[src/rtl/kcl_pkg.sv]
package kcl_pkg;

  // key codes as sampled from the keypad scanner
  localparam logic [4:0] KEY_NONE = 5'd0;
  localparam logic [4:0] KEY_D0   = 5'd1;
  localparam logic [4:0] KEY_D9   = 5'd10;
  localparam logic [4:0] KEY_STAR = 5'd11;
  localparam logic [4:0] KEY_HASH = 5'd12;
  localparam logic [4:0] KEY_A    = 5'd13;
  localparam logic [4:0] KEY_B    = 5'd14;
  localparam logic [4:0] KEY_D    = 5'd16;

  // relay commands
  localparam logic [1:0] RELAY_NONE  = 2'd0;
  localparam logic [1:0] RELAY_CLOSE = 2'd1;
  localparam logic [1:0] RELAY_OPEN  = 2'd2;

  // display message codes
  localparam logic [3:0] MSG_NONE      = 4'd0;
  localparam logic [3:0] MSG_CLEAR     = 4'd1;
  localparam logic [3:0] MSG_CLOSED    = 4'd2;
  localparam logic [3:0] MSG_OPENED    = 4'd3;
  localparam logic [3:0] MSG_WRONG     = 4'd4;
  localparam logic [3:0] MSG_CHANGED   = 4'd5;
  localparam logic [3:0] MSG_MISMATCH  = 4'd6;
  localparam logic [3:0] MSG_REPEAT    = 4'd7;
  localparam logic [3:0] MSG_ENTER_NEW = 4'd8;
  localparam logic [3:0] MSG_ONLY_OPEN = 4'd9;

  // register map, 8 bytes per register
  localparam int unsigned ADDR_W = 5;
  localparam logic [1:0] REG_DEBOUNCE    = 2'd0;
  localparam logic [1:0] REG_MASTER_LOW  = 2'd1;
  localparam logic [1:0] REG_MASTER_HIGH = 2'd2;
  localparam logic [1:0] REG_MASTER_LEN  = 2'd3;

  localparam logic [15:0] DEBOUNCE_RST    = 16'd50;
  localparam logic [63:0] MASTER_LOW_RST  = 64'h0000_0615_5163_1990;
  localparam logic [7:0]  MASTER_HIGH_RST = 8'h00;
  localparam logic [4:0]  MASTER_LEN_RST  = 5'd11;

  // digits held in the master pin registers
  localparam int unsigned MASTER_STORED = 18;

  typedef struct packed {
    logic [15:0] debounce_ms;
    logic [63:0] master_low;
    logic [7:0]  master_high;
    logic [4:0]  master_length;
  } cfg_t;

  typedef struct packed {
    logic master_hit;
    logic user_hit;
    logic confirm_hit;
  } match_t;

  typedef struct packed {
    logic [1:0] relay_command;
    logic [3:0] message_code;
    logic [4:0] entry_length;
    logic       entry_updated;
    logic       lock_open;
    logic       change_mode;
    logic       pin_stored;
  } res_t;

endpackage

[src/rtl/kcl_match.sv]
module kcl_match
  import kcl_pkg::*;
#(
  parameter int unsigned MAX_DIGITS = 18,
  parameter int unsigned CNT_W      = $clog2(MAX_DIGITS + 1)
) (
  input  cfg_t             cfg,
  input  logic [3:0]       entry_digits   [MAX_DIGITS],
  input  logic [CNT_W-1:0] entry_count,
  input  logic [3:0]       user_digits    [MAX_DIGITS],
  input  logic [CNT_W-1:0] user_count,
  input  logic [3:0]       confirm_digits [MAX_DIGITS],
  input  logic [CNT_W-1:0] confirm_count,
  output match_t           match
);

  localparam int unsigned LW = (CNT_W > 5) ? CNT_W : 5;

  logic [3:0]            master_dig [MAX_DIGITS];
  logic [MAX_DIGITS-1:0] master_eq;
  logic [MAX_DIGITS-1:0] user_eq;
  logic [MAX_DIGITS-1:0] confirm_eq;

  for (genvar i = 0; i < MAX_DIGITS; i++) begin : g_dig
    if (i < 16) begin : g_low
      assign master_dig[i] = cfg.master_low[4*i +: 4];
    end else if (i < MASTER_STORED) begin : g_high
      assign master_dig[i] = cfg.master_high[4*(i-16) +: 4];
    end else begin : g_none
      // entered digits are 0..9, so this never matches
      assign master_dig[i] = 4'hf;
    end

    // positions past the entry count do not take part
    assign master_eq[i]  = (CNT_W'(i) >= entry_count) || (master_dig[i] == entry_digits[i]);
    assign user_eq[i]    = (CNT_W'(i) >= entry_count) || (user_digits[i] == entry_digits[i]);
    assign confirm_eq[i] = (CNT_W'(i) >= entry_count) || (confirm_digits[i] == entry_digits[i]);
  end

  assign match.master_hit  = (LW'(entry_count) == LW'(cfg.master_length)) && (&master_eq);
  assign match.user_hit    = (user_count != '0) && (user_count == entry_count) && (&user_eq);
  assign match.confirm_hit = (confirm_count == entry_count) && (&confirm_eq);

endmodule

[src/rtl/kcl_cfg.sv]
module kcl_cfg
  import kcl_pkg::*;
(
  input  logic              clk,
  input  logic              rst_n,
  input  logic              psel,
  input  logic              penable,
  input  logic              pwrite,
  input  logic [ADDR_W-1:0] paddr,
  input  logic [63:0]       pwdata,
  output logic [63:0]       prdata,
  output logic              pready,
  output cfg_t              cfg
);

  cfg_t       cfg_r;
  logic       wr_en;
  logic [1:0] reg_sel;

  assign pready  = 1'b1;
  assign wr_en   = psel && penable && pwrite;
  assign reg_sel = paddr[4:3];
  assign cfg     = cfg_r;

  always_ff @(posedge clk) begin
    if (!rst_n) begin
      cfg_r.debounce_ms   <= DEBOUNCE_RST;
      cfg_r.master_low    <= MASTER_LOW_RST;
      cfg_r.master_high   <= MASTER_HIGH_RST;
      cfg_r.master_length <= MASTER_LEN_RST;
    end else if (wr_en) begin
      unique case (reg_sel)
        REG_DEBOUNCE:    cfg_r.debounce_ms   <= pwdata[15:0];
        REG_MASTER_LOW:  cfg_r.master_low    <= pwdata;
        REG_MASTER_HIGH: cfg_r.master_high   <= pwdata[7:0];
        REG_MASTER_LEN:  cfg_r.master_length <= pwdata[4:0];
        default: ;
      endcase
    end
  end

  always_comb begin
    unique case (reg_sel)
      REG_DEBOUNCE:    prdata = {48'd0, cfg_r.debounce_ms};
      REG_MASTER_LOW:  prdata = cfg_r.master_low;
      REG_MASTER_HIGH: prdata = {56'd0, cfg_r.master_high};
      REG_MASTER_LEN:  prdata = {59'd0, cfg_r.master_length};
      default:         prdata = '0;
    endcase
  end

endmodule

[src/rtl/kcl_core.sv]
module kcl_core
  import kcl_pkg::*;
#(
  parameter int unsigned MAX_DIGITS = 18
) (
  input  logic        clk,
  input  logic        rst_n,
  input  logic        fire,
  input  logic [4:0]  key_code,
  input  logic [31:0] now_ms,
  input  cfg_t        cfg,
  output logic        emit,
  output res_t        res
);

  localparam int unsigned CNT_W = $clog2(MAX_DIGITS + 1);
  localparam int unsigned IDX_W = (MAX_DIGITS > 1) ? $clog2(MAX_DIGITS) : 1;

  logic [4:0]       prev_key_r,      prev_key_nxt;
  logic [31:0]      last_time_r,     last_time_nxt;
  logic [CNT_W-1:0] entry_cnt_r,     entry_cnt_nxt;
  logic [CNT_W-1:0] confirm_cnt_r,   confirm_cnt_nxt;
  logic [CNT_W-1:0] user_cnt_r,      user_cnt_nxt;
  logic             open_r,          open_nxt;
  logic             changing_r,      changing_nxt;

  logic [3:0]       entry_digits_r   [MAX_DIGITS];
  logic [3:0]       confirm_digits_r [MAX_DIGITS];
  logic [3:0]       user_digits_r    [MAX_DIGITS];

  logic             digit_wr;
  logic [3:0]       digit_val;
  logic             confirm_copy;
  logic             user_copy;
  logic [31:0]      elapsed;
  logic             take;
  logic [1:0]       relay;
  logic [3:0]       msg;
  logic             updated;
  logic             stored;
  match_t           match;

  kcl_match #(
    .MAX_DIGITS (MAX_DIGITS),
    .CNT_W      (CNT_W)
  ) u_match (
    .cfg            (cfg),
    .entry_digits   (entry_digits_r),
    .entry_count    (entry_cnt_r),
    .user_digits    (user_digits_r),
    .user_count     (user_cnt_r),
    .confirm_digits (confirm_digits_r),
    .confirm_count  (confirm_cnt_r),
    .match          (match)
  );

  assign elapsed   = now_ms - last_time_r;
  // a change counts only after the debounce window has fully passed
  assign take      = (key_code != prev_key_r) && (elapsed > {16'd0, cfg.debounce_ms});
  assign digit_val = 4'(key_code - KEY_D0);

  always_comb begin
    prev_key_nxt    = prev_key_r;
    last_time_nxt   = last_time_r;
    entry_cnt_nxt   = entry_cnt_r;
    confirm_cnt_nxt = confirm_cnt_r;
    user_cnt_nxt    = user_cnt_r;
    open_nxt        = open_r;
    changing_nxt    = changing_r;
    digit_wr        = 1'b0;
    confirm_copy    = 1'b0;
    user_copy       = 1'b0;
    emit            = 1'b0;
    relay           = RELAY_NONE;
    msg             = MSG_NONE;
    updated         = 1'b0;
    stored          = 1'b0;

    if (key_code != prev_key_r) begin
      prev_key_nxt = key_code;
    end
    if (take) begin
      last_time_nxt = now_ms;
      unique case (key_code) inside
        KEY_STAR: begin
          entry_cnt_nxt = '0;
          updated       = 1'b1;
          emit          = 1'b1;
        end
        KEY_HASH: begin
          if (!changing_r) begin
            if (entry_cnt_r == '0) begin
              relay    = RELAY_CLOSE;
              open_nxt = 1'b0;
              msg      = MSG_CLOSED;
            end else if (match.master_hit || match.user_hit) begin
              relay    = RELAY_OPEN;
              open_nxt = 1'b1;
              msg      = MSG_OPENED;
            end else begin
              msg = MSG_WRONG;
            end
          end else if (confirm_cnt_r != '0) begin
            if (match.confirm_hit) begin
              user_copy    = 1'b1;
              user_cnt_nxt = entry_cnt_r;
              stored       = 1'b1;
              msg          = MSG_CHANGED;
            end else begin
              msg = MSG_MISMATCH;
            end
            confirm_cnt_nxt = '0;
            changing_nxt    = 1'b0;
          end else begin
            // first pass of the new pin, wait for the repeat
            confirm_copy    = 1'b1;
            confirm_cnt_nxt = entry_cnt_r;
            msg             = MSG_REPEAT;
          end
          entry_cnt_nxt = '0;
          updated       = 1'b1;
          emit          = 1'b1;
        end
        KEY_B: begin
          emit = 1'b1;
          if (open_r) begin
            changing_nxt = 1'b1;
            msg          = MSG_ENTER_NEW;
          end else begin
            msg = MSG_ONLY_OPEN;
          end
        end
        [KEY_D0:KEY_D9]: begin
          if (entry_cnt_r < CNT_W'(MAX_DIGITS)) begin
            digit_wr      = 1'b1;
            entry_cnt_nxt = entry_cnt_r + 1'b1;
            updated       = 1'b1;
            emit          = 1'b1;
            msg           = changing_r ? MSG_NONE : MSG_CLEAR;
          end
        end
        default: ;
      endcase
    end
  end

  assign res.relay_command = relay;
  assign res.message_code  = msg;
  assign res.entry_length  = 5'(entry_cnt_nxt);
  assign res.entry_updated = updated;
  assign res.lock_open     = open_nxt;
  assign res.change_mode   = changing_nxt;
  assign res.pin_stored    = stored;

  always_ff @(posedge clk) begin
    if (!rst_n) begin
      prev_key_r    <= KEY_NONE;
      last_time_r   <= '0;
      entry_cnt_r   <= '0;
      confirm_cnt_r <= '0;
      user_cnt_r    <= '0;
      open_r        <= 1'b0;
      changing_r    <= 1'b0;
    end else if (fire) begin
      prev_key_r    <= prev_key_nxt;
      last_time_r   <= last_time_nxt;
      entry_cnt_r   <= entry_cnt_nxt;
      confirm_cnt_r <= confirm_cnt_nxt;
      user_cnt_r    <= user_cnt_nxt;
      open_r        <= open_nxt;
      changing_r    <= changing_nxt;
    end
  end

  // digit stores carry no reset, they are read only below their counts
  always_ff @(posedge clk) begin
    if (fire && digit_wr) begin
      entry_digits_r[entry_cnt_r[IDX_W-1:0]] <= digit_val;
    end
    if (fire && confirm_copy) begin
      confirm_digits_r <= entry_digits_r;
    end
    if (fire && user_copy) begin
      user_digits_r <= entry_digits_r;
    end
  end

endmodule

[src/rtl/keypad_code_lock_top.sv]
// channel   direction  handshake            payload
// in_*      input      in_valid / in_ready  in_key_code[4:0], in_now_ms[31:0]
// out_*     output     out_valid/out_ready  relay, message, entry length, flags
// apb       input      psel/penable/pwrite  paddr[4:0], pwdata/prdata[63:0]
//
// an accepted sample lands in the input register; once the output register
// is free or drained it is decoded against the lock state and its result,
// if any, is loaded into the output register, which drives out_valid. sustained
// rate is one sample per cycle while results are taken, set by the single
// state-update pass. rst_n is synchronous; it clears the lock state and both
// valid flags, the digit stores keep their contents. a held result stalls the
// update stage and a full input register, which refills once that stage moves.
module keypad_code_lock_top
  import kcl_pkg::*;
#(
  parameter int unsigned MAX_DIGITS = 18
) (
  input  logic              clk,
  input  logic              rst_n,

  input  logic              in_valid,
  output logic              in_ready,
  input  logic [4:0]        in_key_code,
  input  logic [31:0]       in_now_ms,

  output logic              out_valid,
  input  logic              out_ready,
  output logic [1:0]        out_relay_command,
  output logic [3:0]        out_message_code,
  output logic [4:0]        out_entry_length,
  output logic              out_entry_updated,
  output logic              out_lock_open,
  output logic              out_change_mode,
  output logic              out_pin_stored,

  input  logic              psel,
  input  logic              penable,
  input  logic              pwrite,
  input  logic [ADDR_W-1:0] paddr,
  input  logic [63:0]       pwdata,
  output logic [63:0]       prdata,
  output logic              pready
);

  logic        in_vld_r;
  logic [4:0]  key_r;
  logic [31:0] now_r;
  logic        out_vld_r, out_vld_nxt;
  res_t        res_r;
  res_t        res;
  logic        fire;
  logic        emit;
  cfg_t        cfg;

  kcl_cfg u_cfg (
    .clk     (clk),
    .rst_n   (rst_n),
    .psel    (psel),
    .penable (penable),
    .pwrite  (pwrite),
    .paddr   (paddr),
    .pwdata  (pwdata),
    .prdata  (prdata),
    .pready  (pready),
    .cfg     (cfg)
  );

  kcl_core #(
    .MAX_DIGITS (MAX_DIGITS)
  ) u_core (
    .clk      (clk),
    .rst_n    (rst_n),
    .fire     (fire),
    .key_code (key_r),
    .now_ms   (now_r),
    .cfg      (cfg),
    .emit     (emit),
    .res      (res)
  );

  assign fire     = in_vld_r && (!out_vld_r || out_ready);
  assign in_ready = !in_vld_r || fire;

  // samples that cause no result simply retire here
  assign out_vld_nxt = fire ? emit : (out_vld_r && !out_ready);

  always_ff @(posedge clk) begin
    if (!rst_n) begin
      in_vld_r  <= 1'b0;
      out_vld_r <= 1'b0;
    end else begin
      if (in_ready) begin
        in_vld_r <= in_valid;
      end
      out_vld_r <= out_vld_nxt;
    end
  end

  always_ff @(posedge clk) begin
    if (in_valid && in_ready) begin
      key_r <= in_key_code;
      now_r <= in_now_ms;
    end
    if (fire && emit) begin
      res_r <= res;
    end
  end

  assign out_valid         = out_vld_r;
  assign out_relay_command = res_r.relay_command;
  assign out_message_code  = res_r.message_code;
  assign out_entry_length  = res_r.entry_length;
  assign out_entry_updated = res_r.entry_updated;
  assign out_lock_open     = res_r.lock_open;
  assign out_change_mode   = res_r.change_mode;
  assign out_pin_stored    = res_r.pin_stored;

  a_stall_cause: assert property (@(posedge clk) disable iff (!rst_n)
    !in_ready |-> (in_vld_r && out_vld_r && !out_ready))
    else $error("input stalled without a blocked result");

  a_stored_msg: assert property (@(posedge clk) disable iff (!rst_n)
    (out_valid && out_pin_stored) |-> (out_message_code == MSG_CHANGED))
    else $error("pin stored without changed message");

  a_open_flag: assert property (@(posedge clk) disable iff (!rst_n)
    (out_valid && out_relay_command == RELAY_OPEN) |-> (out_lock_open && !out_change_mode))
    else $error("relay open without open lock");

  a_hash_clears: assert property (@(posedge clk) disable iff (!rst_n)
    (out_valid && (out_message_code == MSG_CLOSED || out_message_code == MSG_WRONG ||
                   out_message_code == MSG_CHANGED || out_message_code == MSG_REPEAT))
      |-> (out_entry_length == 5'd0 && out_entry_updated))
    else $error("hash result with entry not cleared");

endmodule
[config.mk]
export PLATFORM = sky130hd
export DESIGN_NAME = keypad_code_lock_top
export DESIGN_NICKNAME = d
export VERILOG_FILES = /design/src/rtl/kcl_pkg.sv /design/src/rtl/kcl_match.sv /design/src/rtl/kcl_cfg.sv /design/src/rtl/kcl_core.sv /design/src/rtl/keypad_code_lock_top.sv
export SDC_FILE = /design/constraint.sdc
export NUM_CORES = 1
export LEC_CHECK = 0
export BUFFER_PORTS_ARGS = -buffer_cell sky130_fd_sc_hd__buf_2
export CAP_MARGIN = 10
export CORE_ASPECT_RATIO = 0.6
export CORE_UTILIZATION = 35
export DETAILED_ROUTE_END_ITERATION = 7
export PLACE_DENSITY = 0.56
export SKIP_LAST_GASP = 1
export SLEW_MARGIN = 20
export SYNTH_ARGS = -nofsm -noshare
export SYNTH_HDL_FRONTEND = slang
export SYNTH_SLANG_ARGS = --single-unit
[constraint.sdc]
create_clock -name clk -period 12.6 [get_ports clk]
set_input_delay 1.26 -clock clk [delete_from_list [all_inputs] [get_ports clk]]
set_output_delay 1.26 -clock clk [all_outputs]
set_load 0.02 [all_outputs]
==> metrics.md <==
| Metric | Value |
|---|---|
| Run status | `finished with violations` |
| Failing checks | `DRC` |
| Clock tree buffer depth | `3` |
| Total setup buffers inserted after CTS | `0` |
| Area of the mapped netlist | `20600 um2` |
| Vias in the first global route | `14030` |
| Overall fraction of global-route tracks in use | `18.1%` |
| Residual antenna-violating net count after detailed routing | `0` |
| LEAKAGE | `8.59 nW` |
| Die span in x | `315 um` |
| Largest net degree at the start of global routing | `108` |
| Commonest non-fill, non-tap cell in the layout | `sky130_fd_sc_hd__nand2_1` |
| Commonest cells after routing, fill and taps aside | `321 x sky130_fd_sc_hd__nand2_1, 268 x sky130_fd_sc_hd__edfxtp_1, 189 x sky130_fd_sc_hd__buf_2, 149 x sky130_fd_sc_hd__dfxtp_1, 138 x sky130_fd_sc_hd__xnor2_1` |
| Sort of element at the end of the critical path | `register` |
| Transition time at the pin with the least slew margin | `1160 ps` |
| Min-delay src | `u_core.last_time_r[11]` |
| Warnings, synthesis | `0` |
| Via count | `14799` |
| Number of cells on the worst hold path | `2` |
| Number of DRC violations after detailed-routing iteration 0 | `1388` |
| Critical path's slowest cell | `sky130_fd_sc_hd__nor3_2` |
| Capture point of the worst reg-to-reg path | `u_core.entry_digits_r[56]` |
| Cell taking the most area after synthesis | `sky130_fd_sc_hd__edfxtp_1` |
| Mean instance size in the synthesized netlist | `10.8 um2` |
| IO Port Bufs | `190` |
| Most area-consuming cells after synthesis | `sky130_fd_sc_hd__edfxtp_1 39%, sky130_fd_sc_hd__dfxtp_1 14%, sky130_fd_sc_hd__xnor2_1 5.9%, sky130_fd_sc_hd__nand2_1 5.9%, sky130_fd_sc_hd__xor2_1 5.1%` |
| Post-Synthesis Net Count | `2068` |
| Vertical die dimension | `190 um` |
| DRC violation count after routing | `8` |
| Most frequently used flop master after synthesis | `sky130_fd_sc_hd__edfxtp_1` |
| # rows | `68` |
| Number of antenna violations at the first check in global routing | `1` |
| Portion of the post-synthesis area used by sequential elements | `53.6%` |
| WHS Endpoint | `u_core.last_time_r[11]` |
| Crit-path max FO | `16` |
| Fin util | `41.2%` |
| Placeable Area | `57800 um2` |
| Final worst clock skew | `20.4 ps` |
| Total wirelength of the detailed-routed design | `55000 um` |
| Grt met2 use | `24.5%` |
| Areal power density over the cells | `129 nW/um2` |
| Drt wl/cell | `19.1 um` |
| Data arrival, critical path | `6600 ps` |
| Latest clock arrival within the worst-skew pair | `560 ps` |
| Buffer and inverter count on the worst path | `1` |
| Count of mapped cells out of synthesis | `1898` |
| Number of distinct library cells after synthesis | `82` |
| Number of iterations in the first detailed-routing pass | `7` |
| Number of endpoints with negative hold slack in the final report | `0` |
| Flop and latch count out of synthesis | `417` |
| Largest stage delay, worst path | `680 ps` |
| Final-layout setup total negative slack | `0 ps` |
| Final critical path time including I/O delays and setup | `6380 ps` |
| Minimum hold slack | `453 ps` |
| Maximum clock frequency | `157 MHz` |
| Per-cell via count in the routed design | `5.14` |
| Family of cells with the greatest summed delay on the critical path | `simple AND/OR/NAND/NOR gates` |
| Effective utilization at floorplan | `35.6%` |
| Clock edge transition at the registers on the reported setup and hold paths | `60 ps` |
| Class of the tightest hold or removal check | `register to register` |
| Startpoint of the worst-slack reg-to-reg timing path | `now_r[0]` |
| Global placement routability congestion | `0.900` |
| Number of hold buffers added after cts | `0` |
| Wire length of the first global-routing pass | `84100 um` |
| Peak VDD IR | `0.0707 mV` |
| Kind of critical path | `register to register` |
| Proportion of netlist area held by the largest area contributor | `39.1%` |
| Unrepaired setup endpoints after global routing | `false` |
| Global routing met1 resource utilization | `29.2%` |
| Data required, critical path | `12820 ps` |
| Type of origin of the critical path | `register` |
| Cell at the root of the clock tree | `sky130_fd_sc_hd__clkbuf_16` |
| CTS H-tree lvls | `2` |
| Resized Gates After CTS | `0` |
| Most crowded layer after global routing | `met1` |
| Sink count of the clock tree | `417` |
| Critical-path cell list | `inv_1 > ha_1 > fa_1 > nand2b_1 > a21oi_1 > nor2_1 > o21ai_0 > nand3_1 > and2_1 > o311ai_0 > xor2_1 > ha_1 > nand4_1 > nor4_1 > a21oi_1 > a22oi_1 > nor4_1 > nand4_1 > and4b_1 > nor3_2 > and3_1` |
| Count of maximum capacitance violations | `0` |
| P&R area growth vs syn | `15.6%` |
| Nets | `2245` |
| Total congestion overflow | `0` |
| Detail Placement HPWL | `40000 um` |
| Number of buffers inserted during clock tree synthesis | `43` |
| Slew Limit Fails | `0` |
| Number of enable flip-flop cells after synthesis | `268` |
| Fraction of the cycle the final worst path needs | `50.6%` |
| Count of final setup violators | `0` |
| Max-slew headroom | `21.9%` |
| Met3 routing resource usage after global routing | `3.55%` |
| Proportion of synthesized flip-flops having asynchronous set or reset | `0%` |
| DIE AREA | `59800 um2` |
| I/O pin total | `195` |
| Clock tree from TritonCTS | `yes` |
| Share of post-route cells with drive strength above 1 | `14.8%` |
| R2r setup slk | `6220 ps` |
| Cells on worst reg2reg path | `21` |
[layer usage]
layer / wire length [um] / vias up
li1: - / 7093
met1: 28400 / 7202
met2: 22000 / 444
met3: 3880 / 58
met4: 720 / 2
met5: 9 / -
[flip-flops by register name, summed over array words and instances, names as in the netlist]
| signal | cells |
|---|---|
| u_cfg.cfg | 93 |
| u_core.confirm_digits_r | 72 |
| u_core.entry_digits_r | 72 |
| u_core.user_digits_r | 72 |
| now_r | 32 |
| u_core.last_time_r | 32 |
| key_r | 5 |
| out_entry_length | 5 |
| u_core.confirm_cnt_r | 5 |
| u_core.entry_cnt_r | 5 |
| u_core.prev_key_r | 5 |
| u_core.user_cnt_r | 5 |
| out_message_code | 4 |
| out_relay_command | 2 |
| in_vld_r | 1 |
| out_change_mode | 1 |
| out_entry_updated | 1 |
| out_lock_open | 1 |
| out_pin_stored | 1 |
| out_valid | 1 |
| u_core.changing_r | 1 |
| u_core.open_r | 1 |
[metrics by stage]
stage | std cells | instance area [um2] | setup slack, ps | total power (W)
6_report | 2881 | 23800 | 6220 | 0.00306
5_1_grt | 2880 | 23800 | 5700 | 0.00317
4_1_cts | 2879 | 23800 | 5840 | 0.00310
3_5_place_dp | 2799 | 22300 | 5900 | 0.00179
3_3_place_gp | 2799 | 22300 | 5970 | 0.00178
2_1_floorplan | 1898 | 20600 | 3090 | 0.00169
[power breakdown]
part / internal (W) / leakage, nW / switching (W)
sequential: 0.00147 / 3.65 / 0.0000148
combinational: 0.000104 / 4.25 / 0.000176
clock: 0.000753 / 0.694 / 0.000547
total: 0.00233 / 8.59 / 0.000738
[worst reg2reg max path, delay by kind of cell (launching register included)]
kind,cells,cell delay [ps]
and+or+nand+nor,11,3160
AOI/OAI and AO/OA,5,1360
adders and majority gates,3,980
DFF,1,350
xor gates and xnor gates,1,160
buffers and inverters,1,50
[cell families (layout without fill, tap and decap cells)]
logic type / count (synthesis) / after routing / share of synthesized area [%]
other cells: 1 / 2 / 0.0182
buf+inv: 146 / 358 / 3.00
compound gates: 287 / 287 / 9.79
flops: 417 / 417 / 53.6
mux: 69 / 69 / 3.66
xor+xnor: 258 / 258 / 11.0
simple gates: 663 / 663 / 15.5
fa+ha+maj: 57 / 57 / 3.50
[cell usage after synthesis (5+ instances only)]
cell                          n
sky130_fd_sc_hd__or3_1        5
sky130_fd_sc_hd__nand3_1     51
sky130_fd_sc_hd__nor4_1      31
sky130_fd_sc_hd__a211oi_1     6
sky130_fd_sc_hd__buf_6        6
sky130_fd_sc_hd__o21a_1       5
sky130_fd_sc_hd__dfxtp_1    149
sky130_fd_sc_hd__edfxtp_1   268
sky130_fd_sc_hd__a31oi_1      9
sky130_fd_sc_hd__nand2b_1    15
sky130_fd_sc_hd__nor2_1      58
sky130_fd_sc_hd__a21boi_0    68
sky130_fd_sc_hd__mux4_2       5
sky130_fd_sc_hd__a41oi_1      8
sky130_fd_sc_hd__o211ai_1     7
sky130_fd_sc_hd__clkbuf_1    54
sky130_fd_sc_hd__ha_1        56
sky130_fd_sc_hd__a21oi_1     62
sky130_fd_sc_hd__nand2_1    321
sky130_fd_sc_hd__and3_1      16
sky130_fd_sc_hd__and2_1      56
sky130_fd_sc_hd__mux2i_1     64
sky130_fd_sc_hd__o21ai_0     30
sky130_fd_sc_hd__o21bai_1     5
sky130_fd_sc_hd__xnor2_1    139
sky130_fd_sc_hd__buf_1        7
sky130_fd_sc_hd__nand4_1     31
sky130_fd_sc_hd__o31ai_1      7
sky130_fd_sc_hd__inv_1       65
sky130_fd_sc_hd__nor3_1      29
sky130_fd_sc_hd__nor3_2       5
sky130_fd_sc_hd__a21o_1      14
sky130_fd_sc_hd__o32ai_1      6
sky130_fd_sc_hd__o2111ai_1    5
sky130_fd_sc_hd__xor2_1     119
sky130_fd_sc_hd__nor2b_1     19
sky130_fd_sc_hd__o22ai_1      5
sky130_fd_sc_hd__buf_2       11
[worst max path at each step]
stage	start	to	slack [ps]	depth (start not counted)
3_3_place_gp	now_r[0]	u_core.confirm_digits_r[69]	5970	22
5_1_grt	now_r[0]	u_core.confirm_digits_r[5]	5700	23
4_1_cts	now_r[0]	u_core.confirm_digits_r[5]	5840	22
3_5_place_dp	now_r[0]	u_core.confirm_digits_r[69]	5900	22
6_report	now_r[0]	u_core.entry_digits_r[56]	6220	21
2_1_floorplan	now_r[0]	u_core.user_digits_r[0]	3090	22
[final cells by class]
cell class,instances,area [um2]
diodes,1,2.50
clock buffers,58,1200
clock inverters,22,229
fillers,5470,34000
inverters,65,244
multi-input cells,1335,9000
flip-flops and latches,417,11000
well taps,770,963
repair buffers,213,1140
No activity file was read; power rests on OpenSTA's default activity.
